### src/rtl/tcfp_pkg.sv
`default_nettype none

package tcfp_pkg;

    localparam int unsigned DATA_LEN  = 9;
    localparam int unsigned DCNT_W    = 4;
    localparam int unsigned CFG_IDX_W = 3;
    localparam int unsigned CFG_DAT_W = 16;

    // configuration register indexes
    localparam logic [CFG_IDX_W-1:0] REG_FLAG_BYTE       = 3'd0;
    localparam logic [CFG_IDX_W-1:0] REG_ID_BYTE         = 3'd1;
    localparam logic [CFG_IDX_W-1:0] REG_END_BYTE        = 3'd2;
    localparam logic [CFG_IDX_W-1:0] REG_UNRELIABLE_MASK = 3'd3;
    localparam logic [CFG_IDX_W-1:0] REG_CRC_POLY        = 3'd4;
    localparam logic [CFG_IDX_W-1:0] REG_CRC_START       = 3'd5;

    // outcome codes
    localparam logic [1:0] OUTCOME_GOOD       = 2'd0;
    localparam logic [1:0] OUTCOME_UNRELIABLE = 2'd1;
    localparam logic [1:0] OUTCOME_CRC_ERR    = 2'd2;

    localparam logic [8:0] YEAR_BASE = 9'd100;

    typedef struct packed {
        logic [7:0]  flag_byte;
        logic [7:0]  id_byte;
        logic [7:0]  end_byte;
        logic [7:0]  unreliable_mask;
        logic [15:0] crc_poly;
        logic [15:0] crc_start;
    } cfg_t;

    typedef struct packed {
        logic [1:0]  outcome;
        logic [7:0]  status_bits;
        logic [7:0]  hour;
        logic [7:0]  minute;
        logic [7:0]  second_val;
        logic [7:0]  day_of_month;
        logic [7:0]  month_index;
        logic [8:0]  year_offset;
        logic [15:0] utc_correction;
    } result_t;

    // one byte of MSB-first CRC-16, unrolled over the eight bits
    function automatic logic [15:0] crc_feed(input logic [15:0] crc,
                                             input logic [7:0]  data,
                                             input logic [15:0] poly);
        logic [15:0] c;
        c = crc ^ {data, 8'h00};
        for (int i = 0; i < 8; i++) begin
            if (c[15]) begin
                c = {c[14:0], 1'b0} ^ poly;
            end else begin
                c = {c[14:0], 1'b0};
            end
        end
        return c;
    endfunction

endpackage

`default_nettype wire

### src/rtl/tcfp_cfg.sv
`default_nettype none

module tcfp_cfg (
    input  wire logic                              aclk,
    input  wire logic                              aresetn,
    input  wire logic                              cfg_valid,
    input  wire logic [tcfp_pkg::CFG_IDX_W-1:0]    cfg_addr,
    input  wire logic [tcfp_pkg::CFG_DAT_W-1:0]    cfg_data,
    output tcfp_pkg::cfg_t                         cfg
);
    import tcfp_pkg::*;

    cfg_t cfg_reg;

    always_ff @(posedge aclk) begin
        if (!aresetn) begin
            cfg_reg.flag_byte       <= 8'd126;
            cfg_reg.id_byte         <= 8'd0;
            cfg_reg.end_byte        <= 8'd0;
            cfg_reg.unreliable_mask <= 8'd0;
            cfg_reg.crc_poly        <= 16'h1021;
            cfg_reg.crc_start       <= 16'hFFFF;
        end else if (cfg_valid) begin
            case (cfg_addr)
                REG_FLAG_BYTE:       cfg_reg.flag_byte       <= cfg_data[7:0];
                REG_ID_BYTE:         cfg_reg.id_byte         <= cfg_data[7:0];
                REG_END_BYTE:        cfg_reg.end_byte        <= cfg_data[7:0];
                REG_UNRELIABLE_MASK: cfg_reg.unreliable_mask <= cfg_data[7:0];
                REG_CRC_POLY:        cfg_reg.crc_poly        <= cfg_data;
                REG_CRC_START:       cfg_reg.crc_start       <= cfg_data;
                default: ;  // unused index, write dropped
            endcase
        end
    end

    assign cfg = cfg_reg;

endmodule

`default_nettype wire

### src/rtl/tcfp_parser.sv
`default_nettype none

module tcfp_parser (
    input  wire logic            aclk,
    input  wire logic            aresetn,
    input  wire tcfp_pkg::cfg_t  cfg,
    input  wire logic            byte_valid,
    input  wire logic [7:0]      rx_byte,
    output logic                 res_valid,
    output tcfp_pkg::result_t    res
);
    import tcfp_pkg::*;

    localparam logic [2:0] PH_FLAG  = 3'd0;
    localparam logic [2:0] PH_ID    = 3'd1;
    localparam logic [2:0] PH_DATA  = 3'd2;
    localparam logic [2:0] PH_CRC   = 3'd3;
    localparam logic [2:0] PH_FLAG2 = 3'd4;
    localparam logic [2:0] PH_END   = 3'd5;

    logic [2:0]        phase_reg, phase_next;
    logic [DCNT_W-1:0] count_reg, count_next;
    logic              crc_hi_reg, crc_hi_next;
    logic [15:0]       rx_crc_reg, rx_crc_next;
    logic [15:0]       crc_reg, crc_next;
    logic [7:0]        data_reg [DATA_LEN];
    logic              data_we;
    logic [15:0]       crc_upd;
    logic              end_hit;

    // CRC of the incoming byte, seeded from start value on the ID byte
    assign crc_upd = crc_feed((phase_reg == PH_ID) ? cfg.crc_start : crc_reg,
                              rx_byte, cfg.crc_poly);

    always_comb begin
        phase_next  = phase_reg;
        count_next  = count_reg;
        crc_hi_next = crc_hi_reg;
        rx_crc_next = rx_crc_reg;
        crc_next    = crc_reg;
        data_we     = 1'b0;
        end_hit     = 1'b0;
        if (byte_valid) begin
            case (phase_reg)
                PH_FLAG: begin
                    if (rx_byte == cfg.flag_byte) begin
                        phase_next = PH_ID;
                    end
                end
                PH_ID: begin
                    if (rx_byte == cfg.id_byte) begin
                        crc_next   = crc_upd;
                        count_next = '0;
                        phase_next = PH_DATA;
                    end else begin
                        phase_next = PH_FLAG;
                    end
                end
                PH_DATA: begin
                    data_we  = 1'b1;
                    crc_next = crc_upd;
                    if (count_reg == DCNT_W'(DATA_LEN - 1)) begin
                        count_next  = '0;
                        crc_hi_next = 1'b0;
                        phase_next  = PH_CRC;
                    end else begin
                        count_next = count_reg + 1'b1;
                    end
                end
                PH_CRC: begin
                    if (!crc_hi_reg) begin
                        rx_crc_next = {rx_byte, 8'h00};
                        crc_hi_next = 1'b1;
                    end else begin
                        rx_crc_next = {rx_crc_reg[15:8], rx_byte};
                        crc_hi_next = 1'b0;
                        phase_next  = PH_FLAG2;
                    end
                end
                PH_FLAG2: begin
                    phase_next = (rx_byte == cfg.flag_byte) ? PH_END : PH_FLAG;
                end
                PH_END: begin
                    phase_next = PH_FLAG;
                    end_hit    = (rx_byte == cfg.end_byte);
                end
                default: begin
                    phase_next = PH_FLAG;
                end
            endcase
        end
    end

    always_ff @(posedge aclk) begin
        if (!aresetn) begin
            phase_reg  <= PH_FLAG;
            count_reg  <= '0;
            crc_hi_reg <= 1'b0;
            rx_crc_reg <= '0;
            crc_reg    <= '0;
        end else begin
            phase_reg  <= phase_next;
            count_reg  <= count_next;
            crc_hi_reg <= crc_hi_next;
            rx_crc_reg <= rx_crc_next;
            crc_reg    <= crc_next;
        end
    end

    always_ff @(posedge aclk) begin
        if (data_we) begin
            data_reg[count_reg] <= rx_byte;
        end
    end

    always_comb begin
        res_valid = end_hit;
        if (rx_crc_reg != crc_reg) begin
            res.outcome = OUTCOME_CRC_ERR;
        end else if ((data_reg[0] & cfg.unreliable_mask) != 8'd0) begin
            res.outcome = OUTCOME_UNRELIABLE;
        end else begin
            res.outcome = OUTCOME_GOOD;
        end
        res.status_bits    = data_reg[0];
        res.hour           = data_reg[1];
        res.minute         = data_reg[2];
        res.second_val     = data_reg[3];
        res.day_of_month   = data_reg[4];
        res.month_index    = data_reg[5] - 8'd1;
        res.year_offset    = {1'b0, data_reg[6]} + YEAR_BASE;
        res.utc_correction = {data_reg[7], data_reg[8]};
    end

endmodule

`default_nettype wire

### src/rtl/tcfp_out_buf.sv
`default_nettype none

module tcfp_out_buf (
    input  wire logic               aclk,
    input  wire logic               aresetn,
    input  wire logic               push,
    input  wire tcfp_pkg::result_t  push_data,
    output logic                    full,
    output logic                    out_valid,
    input  wire logic               out_ready,
    output tcfp_pkg::result_t       out_data
);
    import tcfp_pkg::*;

    result_t    slot0_reg;
    result_t    slot1_reg;
    logic [1:0] count_reg;
    logic       pop;

    assign pop       = out_valid && out_ready;
    assign out_valid = (count_reg != 2'd0);
    assign full      = (count_reg == 2'd2);
    assign out_data  = slot0_reg;

    always_ff @(posedge aclk) begin
        if (!aresetn) begin
            count_reg <= 2'd0;
        end else begin
            case ({push, pop})
                2'b10:   count_reg <= count_reg + 2'd1;
                2'b01:   count_reg <= count_reg - 2'd1;
                default: count_reg <= count_reg;
            endcase
        end
    end

    always_ff @(posedge aclk) begin
        case ({push, pop})
            2'b10: begin
                if (count_reg == 2'd0) begin
                    slot0_reg <= push_data;
                end else begin
                    slot1_reg <= push_data;
                end
            end
            2'b01: begin
                slot0_reg <= slot1_reg;
            end
            2'b11: begin
                if (count_reg == 2'd1) begin
                    slot0_reg <= push_data;
                end else begin
                    slot0_reg <= slot1_reg;
                    slot1_reg <= push_data;
                end
            end
            default: ;
        endcase
    end

endmodule

`default_nettype wire

### src/rtl/time_code_frame_parser_top.sv
`default_nettype none

// Timing-frame parser: takes one received byte per transaction and hunts for
// flag, ID, nine data bytes, CRC-16 (big-endian, over ID and data), flag,
// end byte. A byte is taken in every clock cycle while s_ready is high; the
// frame state and CRC update in the cycle the byte is accepted, and a
// complete frame lands in a two-entry output buffer, so the next byte is
// taken even while a result waits on m_ready. A result is buffered on the
// end byte. Configuration writes (cfg_addr 0..5) are taken every cycle and
// act on the bytes that follow; other indexes are ignored.
module time_code_frame_parser_top (
    input  wire logic                            aclk,
    input  wire logic                            aresetn,
    input  wire logic                            cfg_valid,
    output logic                                 cfg_ready,
    input  wire logic [tcfp_pkg::CFG_IDX_W-1:0]  cfg_addr,
    input  wire logic [tcfp_pkg::CFG_DAT_W-1:0]  cfg_data,
    input  wire logic                            s_valid,
    output logic                                 s_ready,
    input  wire logic [7:0]                      s_rx_byte,
    output logic                                 m_valid,
    input  wire logic                            m_ready,
    output logic [1:0]                           m_outcome,
    output logic [7:0]                           m_status_bits,
    output logic [7:0]                           m_hour,
    output logic [7:0]                           m_minute,
    output logic [7:0]                           m_second_val,
    output logic [7:0]                           m_day_of_month,
    output logic [7:0]                           m_month_index,
    output logic [8:0]                           m_year_offset,
    output logic [15:0]                          m_utc_correction
);
    import tcfp_pkg::*;

    cfg_t    cfg;
    result_t res;
    result_t out_res;
    logic    res_valid;
    logic    buf_full;
    logic    byte_acc;

    assign cfg_ready = 1'b1;
    assign s_ready   = !buf_full;
    assign byte_acc  = s_valid && s_ready;

    tcfp_cfg u_cfg (
        .aclk      (aclk),
        .aresetn   (aresetn),
        .cfg_valid (cfg_valid),
        .cfg_addr  (cfg_addr),
        .cfg_data  (cfg_data),
        .cfg       (cfg)
    );

    tcfp_parser u_parser (
        .aclk       (aclk),
        .aresetn    (aresetn),
        .cfg        (cfg),
        .byte_valid (byte_acc),
        .rx_byte    (s_rx_byte),
        .res_valid  (res_valid),
        .res        (res)
    );

    tcfp_out_buf u_out_buf (
        .aclk      (aclk),
        .aresetn   (aresetn),
        .push      (res_valid),
        .push_data (res),
        .full      (buf_full),
        .out_valid (m_valid),
        .out_ready (m_ready),
        .out_data  (out_res)
    );

    assign m_outcome        = out_res.outcome;
    assign m_status_bits    = out_res.status_bits;
    assign m_hour           = out_res.hour;
    assign m_minute         = out_res.minute;
    assign m_second_val     = out_res.second_val;
    assign m_day_of_month   = out_res.day_of_month;
    assign m_month_index    = out_res.month_index;
    assign m_year_offset    = out_res.year_offset;
    assign m_utc_correction = out_res.utc_correction;

endmodule

`default_nettype wire

### config.mk
export PLATFORM = sky130hd
export DESIGN_NAME = time_code_frame_parser_top
export DESIGN_NICKNAME = d
export VERILOG_FILES = /design/src/rtl/tcfp_pkg.sv /design/src/rtl/tcfp_cfg.sv /design/src/rtl/tcfp_parser.sv /design/src/rtl/tcfp_out_buf.sv /design/src/rtl/time_code_frame_parser_top.sv
export SDC_FILE = /design/constraint.sdc
export NUM_CORES = 1
export LEC_CHECK = 0
export BUFFER_PORTS_ARGS = -buffer_cell sky130_fd_sc_hd__buf_2
export CAP_MARGIN = 20
export CORE_MARGIN = 10
export CORE_UTILIZATION = 30
export DETAILED_ROUTE_END_ITERATION = 6
export GPL_TIMING_DRIVEN = 0
export PLACE_DENSITY = 0.42
export SLEW_MARGIN = 20
export SYNTH_ARGS = -nofsm -noshare
export SYNTH_HDL_FRONTEND = slang
export SYNTH_SLANG_ARGS = --single-unit
export TNS_END_PERCENT = 20
### constraint.sdc
create_clock -name aclk -period 13.7 [get_ports aclk]
set_clock_uncertainty 0.15 [all_clocks]
set_input_delay 4.11 -clock aclk [delete_from_list [all_inputs] [get_ports aclk]]
set_output_delay 4.11 -clock aclk [all_outputs]
set_load 0.05 [all_outputs]
==> flow_metrics.env, run 1 <==
export IMPL_root_buffer="clkbuf_16"
export IMPL_grt_remaining_overflow=0
export IMPL_startpoint_type="input pin"
export IMPL_cap_violations=0
export IMPL_synth_seq_cells=328
export IMPL_crit_required_ns=14.00
export IMPL_cts_buffers=36
export IMPL_yosys_warnings=0
export IMPL_slew_headroom_pct=38.55
export IMPL_synth_xor_area_share_pct=9.096
export IMPL_drive_gt1_share_pct=14.07
export IMPL_synth_mux_area_share_pct=1.560
export IMPL_worst_pin_slew_ns=0.9148
export IMPL_drtPass1Iterations=7
export IMPL_path_max_fanout=10
export IMPL_avgSynthCellArea_sq_um=11.06
export IMPL_hold_violations=0
export IMPL_critPathKind="in -> reg"
export IMPL_endpoint_kind="flop"
export IMPL_ys_seq_area_share_pct=56.49
export IMPL_initial_core_util_pct=30.33
export IMPL_slew_viol_final=0
export IMPL_area_growth_pct=17.87
export IMPL_p_leak_nw=6.466
export IMPL_grt_first_pass_wirelength_mm=71.35
export IMPL_antenna_found_initial=1
export IMPL_hold_buffers=0
export IMPL_drtIter0Drc=730
export IMPL_final_min_clock_period_ns=8.982
export IMPL_powerDensity_nw_per_um2=129.8
export IMPL_cp_arrival_ns=9.28
export IMPL_ir_drop_mv=0.08098
export IMPL_fmax_mhz=111.3
export IMPL_synth_top_family_by_area="compound AO/OA/AOI/OAI gates"
export IMPL_rows=83
export IMPL_synth_top_area_share_pct=42.85
export IMPL_path_clk_slew_ns=0.06
export IMPL_cts_setup_buffers=0
export IMPL_setup_viol=0
export IMPL_yosys_area_share_simple_pct=12.92
export IMPL_yosys_top_cells_count="258 x nand2_1, 222 x edfxtp_1, 106 x dfxtp_1, 103 x a21oi_1, 74 x a22o_1"
export IMPL_cpPeakStageDelay_ns=0.68
export IMPL_cts_repair_resized=0
export IMPL_clkLatencyLatePin_ns=0.53
export IMPL_power_w=0.002380
export IMPL_dp_hpwl_mm=34.78
export IMPL_antenna_left=0
export IMPL_final_nets=1603
export IMPL_synth_compound_area_share_pct=15.69
export IMPL_synth_top_area_cell="edfxtp_1"
export IMPL_synth_nets=1451
export IMPL_setup_tns_ns=0
export IMPL_core_sq_um=51300
export IMPL_rsz0062_at_grt="false"
export IMPL_routed_wl_mm=47.71
export IMPL_synth_edf_count=222
export IMPL_chipHeight_um=247.7
export IMPL_synth_ff_type="edfxtp_1"
export IMPL_syn_area_sq_um=15560
export IMPL_post_dp_cell_area_sq_um=17150
export IMPL_ctsHtreeMaxLevel=2
export IMPL_fin_crit_sh_pct=65.56
export IMPL_status="finished, final reports clean"
export IMPL_cts_sinks=328
export IMPL_synthTopCellsByArea="edfxtp_1 43%, dfxtp_1 14%, nand2_1 6.2%, a22o_1 4.2%, xnor2_1 3.8%"
export IMPL_drcViolationCount=0
export IMPL_port_buffers=107
export IMPL_die_w_um=247.7
export IMPL_grt_pass1_vias=11213
export IMPL_cpMostUsedCell="buf_2"
export IMPL_stdcell_area_sq_um=18340
export IMPL_gp_congestion=0.8591
export IMPL_n_fill_cell=5227
export IMPL_cts_buffer_depth=3
export IMPL_vias=11183
export IMPL_synth_most_common_cell="nand2_1"
export IMPL_grt_max_degree=23
export IMPL_diodes=0
export IMPL_cp_slowest_cell="xor2_1"
export IMPL_grtUsageTotal_pct=15.28
export IMPL_async_flop_share_pct=0
export IMPL_fp_dieArea_sq_um=61370
export IMPL_syn_inst=1407
export IMPL_yosys_area_share_adder_pct=0.9651
export IMPL_via_per_inst=4.937
export IMPL_cts_tree="yes"
export IMPL_synth_cell_types=80
export IMPL_holdCritPathClass="reg -> reg"
export IMPL_boundaryPins=110
export IMPL_wl_per_cell_um=21.06
export IMPL_worstPathCellList="buf_2, buf_2, nor2b_1, o21ai_0, a21oi_1, a32o_1, o211ai_2, xor2_1, nor3b_4, a211o_1, buf_6, o221ai_2, nor3_1, buf_2, o21ai_1, xnor3_1, a211oi_2"
## routing by layer
layer	track usage, %	part of all wire (%)
met5	0	0
met4	3.174	1.6
met3	2.494	4.9
met2	24.93	46
met1	21.03	47
## through the flow
step | hold WS (ns) | cells | setup slack (ns) | utilization, %
5_1_grt | 0.3128 | 2265 | 4.383 | 35.74
3_3_place_gp | 0.2865 | 2194 | -1.681 | 33.03
6_report | 0.2810 | 2265 | 4.719 | 35.74
3_5_place_dp | 0.2906 | 2201 | 4.174 | 33.43
2_1_floorplan | 0.2768 | 1407 | 2.664 | -
4_1_cts | 0.2838 | 2265 | 4.701 | 35.74
## logic make-up (layout without fill, tap and decap cells)
kind of cell,Yosys count,after routing
compound gates,340,340
xor+xnor,136,136
fa+ha+maj,12,12
buf+inv,122,300
flops,328,328
mux,22,22
other cells,1,1
simple gates,446,446
## power breakdown
| group | internal (W) | switching, W | leakage, nW |
|---|---|---|---|
| Sequential | 0.00108 | 0.00000914 | 2.86 |
| Combinational | 0.0000917 | 0.000213 | 3.03 |
| Clock | 0.000584 | 0.000403 | 0.573 |
| Total | 0.00176 | 0.000624 | 6.47 |
## layout make-up
cell class / instances / area, sq um / share of cell area [%]
clock buffers: 47 / 982.2 / 5.356
well taps: 680 / 850.8 / 4.640
repair buffers: 114 / 715.7 / 3.903
plain buffers: 92 / 394.1 / 2.149
multi-input cells: 957 / 6287 / 34.29
flip-flops and latches: 328 / 8788 / 47.93
clock inverters: 17 / 206.4 / 1.126
inverters: 30 / 112.6 / 0.6141
## critical path, delay by kind of cell
kind	cells	cell delay (ns)
AO/OA/AOI/OAI	8	1.94
XOR/XNOR	2	1.19
buffers and inverters	4	1.13
AND/OR/NAND/NOR	3	0.88
## path summary, 6_finish.rpt
kind | start | end | slack [ns] | depth (start not counted)
worst max-delay path | s_rx_byte[7] | u_parser.crc_reg[9] | 4.72 | 17
worst min-delay path | u_parser.data_reg[2][6] | u_out_buf.slot1_reg[55] | 0.28 | 0
worst max register to register | u_parser.phase_reg[2] | u_parser.crc_reg[4] | 8.14 | 16
worst min register to register | u_parser.data_reg[2][6] | u_out_buf.slot1_reg[55] | 0.28 | 0
## layout by cell type (no fill, tap or decap), types with 5 or more instances in the layout
cell type,count
nand2_1,258
edfxtp_1,222
buf_2,116
dfxtp_1,106
a21oi_1,102
clkbuf_1,74
a22o_1,74
xnor2_1,68
xor2_1,52
nand3_1,47
nor2_1,43
o21ai_0,42
clkbuf_16,36
inv_1,30
o211ai_1,19
nor3_1,17
mux2i_1,16
nor4_1,15
nor2b_1,13
xnor3_1,13
ha_1,12
buf_1,10
and2_1,10
nand2b_1,9
a211oi_2,9
o21a_1,8
a211oi_1,8
o21ai_1,7
a31oi_1,6
o31ai_1,6
buf_16,6
nor3b_1,5
and3_1,5
o311ai_1,5
clkinv_1,5
(Power assumes the default switching activity.)
==> inputs of run 2 (changes only) <==
ABC_AREA = 1   (was unset)
PLACE_DENSITY = 0.44   (was 0.42)
clock period = 8 ns   (was 13.7 ns; I/O delays follow)
==> flow_metrics.env, run 2 <==
export IMPL_fp_dieArea_sq_um=61480
export IMPL_status="finished, final reports clean"
export IMPL_drtPass1Iterations=5
export IMPL_met2_usage_pct=25.99
export IMPL_slew_headroom_pct=30.32
export IMPL_wl_per_cell_um=17.85
export IMPL_slew_viol_final=0
export IMPL_powerDensity_nw_per_um2=232.1
export IMPL_drtIter0Drc=876
export IMPL_synth_most_common_cell="nand2_1"
export IMPL_final_nets=1949
export IMPL_synth_cell_types=45
export IMPL_grtUsageTotal_pct=15.12
export IMPL_internal_power_w=0.003074
export IMPL_fin_crit_sh_pct=79.53
export IMPL_avgSynthCellArea_sq_um=8.919
export IMPL_async_flop_share_pct=0
export IMPL_combPwrFrac_pct=16.3
export IMPL_vias=11928
export IMPL_final_common_cell="nand2_1"
export IMPL_p_leak_nw=7.744
export IMPL_startpoint_type="input pin"
export IMPL_die_w_um=248.0
export IMPL_synthTopCellsByArea="edfxtp_1 43%, dfxtp_1 14%, nand2_1 10%, inv_1 5.8%, o21ai_0 4.8%"
export IMPL_use_met3_pct=2.247
export IMPL_hold_start="u_parser.data_reg[7][4]"
export IMPL_initial_core_util_pct=30.33
export IMPL_fmax_mhz=157.2
export IMPL_ctsHtreeMaxLevel=2
export IMPL_syn_inst=1748
export IMPL_path_clk_slew_ns=0.06
export IMPL_boundaryPins=110
export IMPL_hold_buffers=0
export IMPL_cts_setup_buffers=0
export IMPL_path_max_fanout=10
export IMPL_via_per_inst=4.563
export IMPL_synth_top_area_cell="edfxtp_1"
export IMPL_yosys_top_cells_count="423 x nand2_1, 239 x inv_1, 222 x edfxtp_1, 151 x o21ai_0, 150 x nand3_1"
export IMPL_yosys_warnings=0
export IMPL_grt_max_degree=23
export IMPL_crit_required_ns=8.11
export IMPL_drcViolationCount=0
export IMPL_cts_sinks=328
export IMPL_dp_hpwl_mm=34.31
export IMPL_mostFrequentLayoutCells="423 x nand2_1, 239 x inv_1, 222 x edfxtp_1, 150 x o21ai_0, 150 x nand3_1"
export IMPL_diodes=0
export IMPL_busiest_layer="met2"
export IMPL_hold_depth=0
export IMPL_synth_seq_cells=328
export IMPL_synth_nets=1792
export IMPL_worstHoldEndpoint="u_out_buf.slot1_reg[12]"
export IMPL_grt_use_met1_pct=18.96
export IMPL_grt_first_pass_wirelength_mm=70.77
export IMPL_cts_tree="yes"
export IMPL_switching_share_pct=28.38
export IMPL_r2r_start="u_out_buf.count_reg[0]"
export IMPL_worst_pin_slew_ns=1.037
export IMPL_grt_pass1_vias=11558
export IMPL_endpoint_kind="flop"
export IMPL_routed_wl_mm=46.66
export IMPL_setup_tns_ns=0
export IMPL_cts_buffer_depth=3
export IMPL_critPathKind="in -> reg"
export IMPL_antenna_left=0
export IMPL_ys_seq_area_share_pct=56.37
export IMPL_root_buffer="clkbuf_16"
export IMPL_area_growth_pct=18.64
export IMPL_core_sq_um=51410
export IMPL_pwr_share_clk_pct=40.2
export IMPL_chipHeight_um=248.0
export IMPL_syn_area_sq_um=15590
export IMPL_synth_edf_count=222
export IMPL_holdCritPathClass="reg -> reg"
export IMPL_hold_violations=0
export IMPL_switchingPower_w=0.001218
export IMPL_antenna_found_initial=0
export IMPL_clkLatencyLatePin_ns=0.55
export IMPL_drive_gt1_share_pct=13.13
export IMPL_seqPwrFrac_pct=43.6
export IMPL_setup_viol=0
export IMPL_synth_top_area_share_pct=42.76
export IMPL_rows=83
export IMPL_grt_remaining_overflow=0
export IMPL_cts_buffers=37
export IMPL_ff2ff_path_depth=15
export IMPL_final_min_clock_period_ns=6.362
export IMPL_rsz0062_at_grt="false"
export IMPL_port_buffers=107
export IMPL_synth_ff_type="edfxtp_1"
export IMPL_final_util_pct=35.98
export IMPL_ir_drop_mv=0.1479
export IMPL_cp_arrival_ns=6.48
export IMPL_regToRegEndpoint="u_out_buf.out_data[25]"
export IMPL_gp_congestion=0.8559
export IMPL_cap_violations=0
export IMPL_timing_reg2reg_setup_slack_ns=3.36
export IMPL_cts_repair_resized=0
==> run 2: cell count changes in the layout (fill, tap and decap cells not counted), sizes merged, moves of 14 or more <==
cell,previous run,this run
a211oi,17,0
a21oi,106,59
a22o,74,2
inv,32,246
mux2i,17,1
nand2,258,440
nand3,47,165
nor2,45,114
o211ai,22,7
o21ai,51,152
xnor3,14,0
xor2,52,30
==> run 2: cells by family after synthesis <==
family          synth area share [%]
xor+xnor                       4.952
simple gates                   20.75
fa+ha+maj                     0.9631
compound gates                 8.443
other cells                  0.02405
flops                          56.37
mux                          0.06421
buf+inv                        8.435
==> run 2: power by group through the flow <==
stage	Sequential (W)	Clock, W	Combinational [W]
final	0.00187	0.00172	0.000698
after global routing	0.00187	0.00184	0.000773
after CTS	0.00187	0.00177	0.000703
after detailed placement	0.00191	0	0.000701
after global placement	0.00192	0	0.000681
after floorplan	0.00200	0	0.000400
==> run 2: area by class of cell <==
type                            count  area (sq um)
Timing Repair Buffer              118         762.0
Buffer                             79         376.6
Inverter                          250         938.4
Multi-Input combinational cell   1091          5552
Clock inverter                     17         217.7
Sequential cell                   328          8788
Fill cell                        5340         32910
Tap cell                          680         850.8
Clock buffer                       51          1010
==> run 2: how the worst max path moves through the flow <==
stage / start / to / slack, ns / cells after the start
floorplan: s_rx_byte[6] / u_out_buf.slot1_reg[0] / -0.38 / 9
global placement: s_rx_byte[6] / u_out_buf.slot1_reg[46] / -4.26 / 10
detailed placement: s_rx_byte[6] / u_out_buf.out_data[49] / 0.92 / 12
CTS: s_rx_byte[6] / u_out_buf.out_data[18] / 1.51 / 12
global route: s_rx_byte[6] / u_out_buf.out_data[73] / 1.25 / 12
finish: s_rx_byte[6] / u_out_buf.out_data[25] / 1.64 / 12
==> run 2: stage by stage <==
stage                     area (sq um)  cells  power (W)  hold WS, ns  setup slack (ns)
after floorplan                  15590   1748   0.002401       0.2736           -0.3828
after global placement           16980   2535   0.002597       0.2826            -4.258
after detailed placement         17270   2546   0.002608       0.2824            0.9159
after CTS                        18500   2614   0.004347       0.2965             1.506
after global routing             18500   2614   0.004488       0.2944             1.245
final                            18500   2614   0.004293       0.2904             1.638
==> run 2: critical path: stages <==
cell and delay, ns:
buf_2 0.29, clkbuf_1 0.54, o21ai_0 0.18, a221oi_1 0.26, nand4_1 0.17, nor4_2 0.60
inv_1 0.21, ha_1 0.26, o21ai_0 0.37, clkbuf_1 0.54, clkbuf_1 0.47, o22ai_1 0.17
==> run 2: per-layer routing <==
layer / up-vias / routed length [um] / share of wire (%)
met2: 267 / 22570 / 48
met1: 5572 / 20560 / 44
met3: 68 / 2097 / 4.5
li1: 6021 / - / -
met4: 0 / 1429 / 3.1
met5: - / 0 / 0
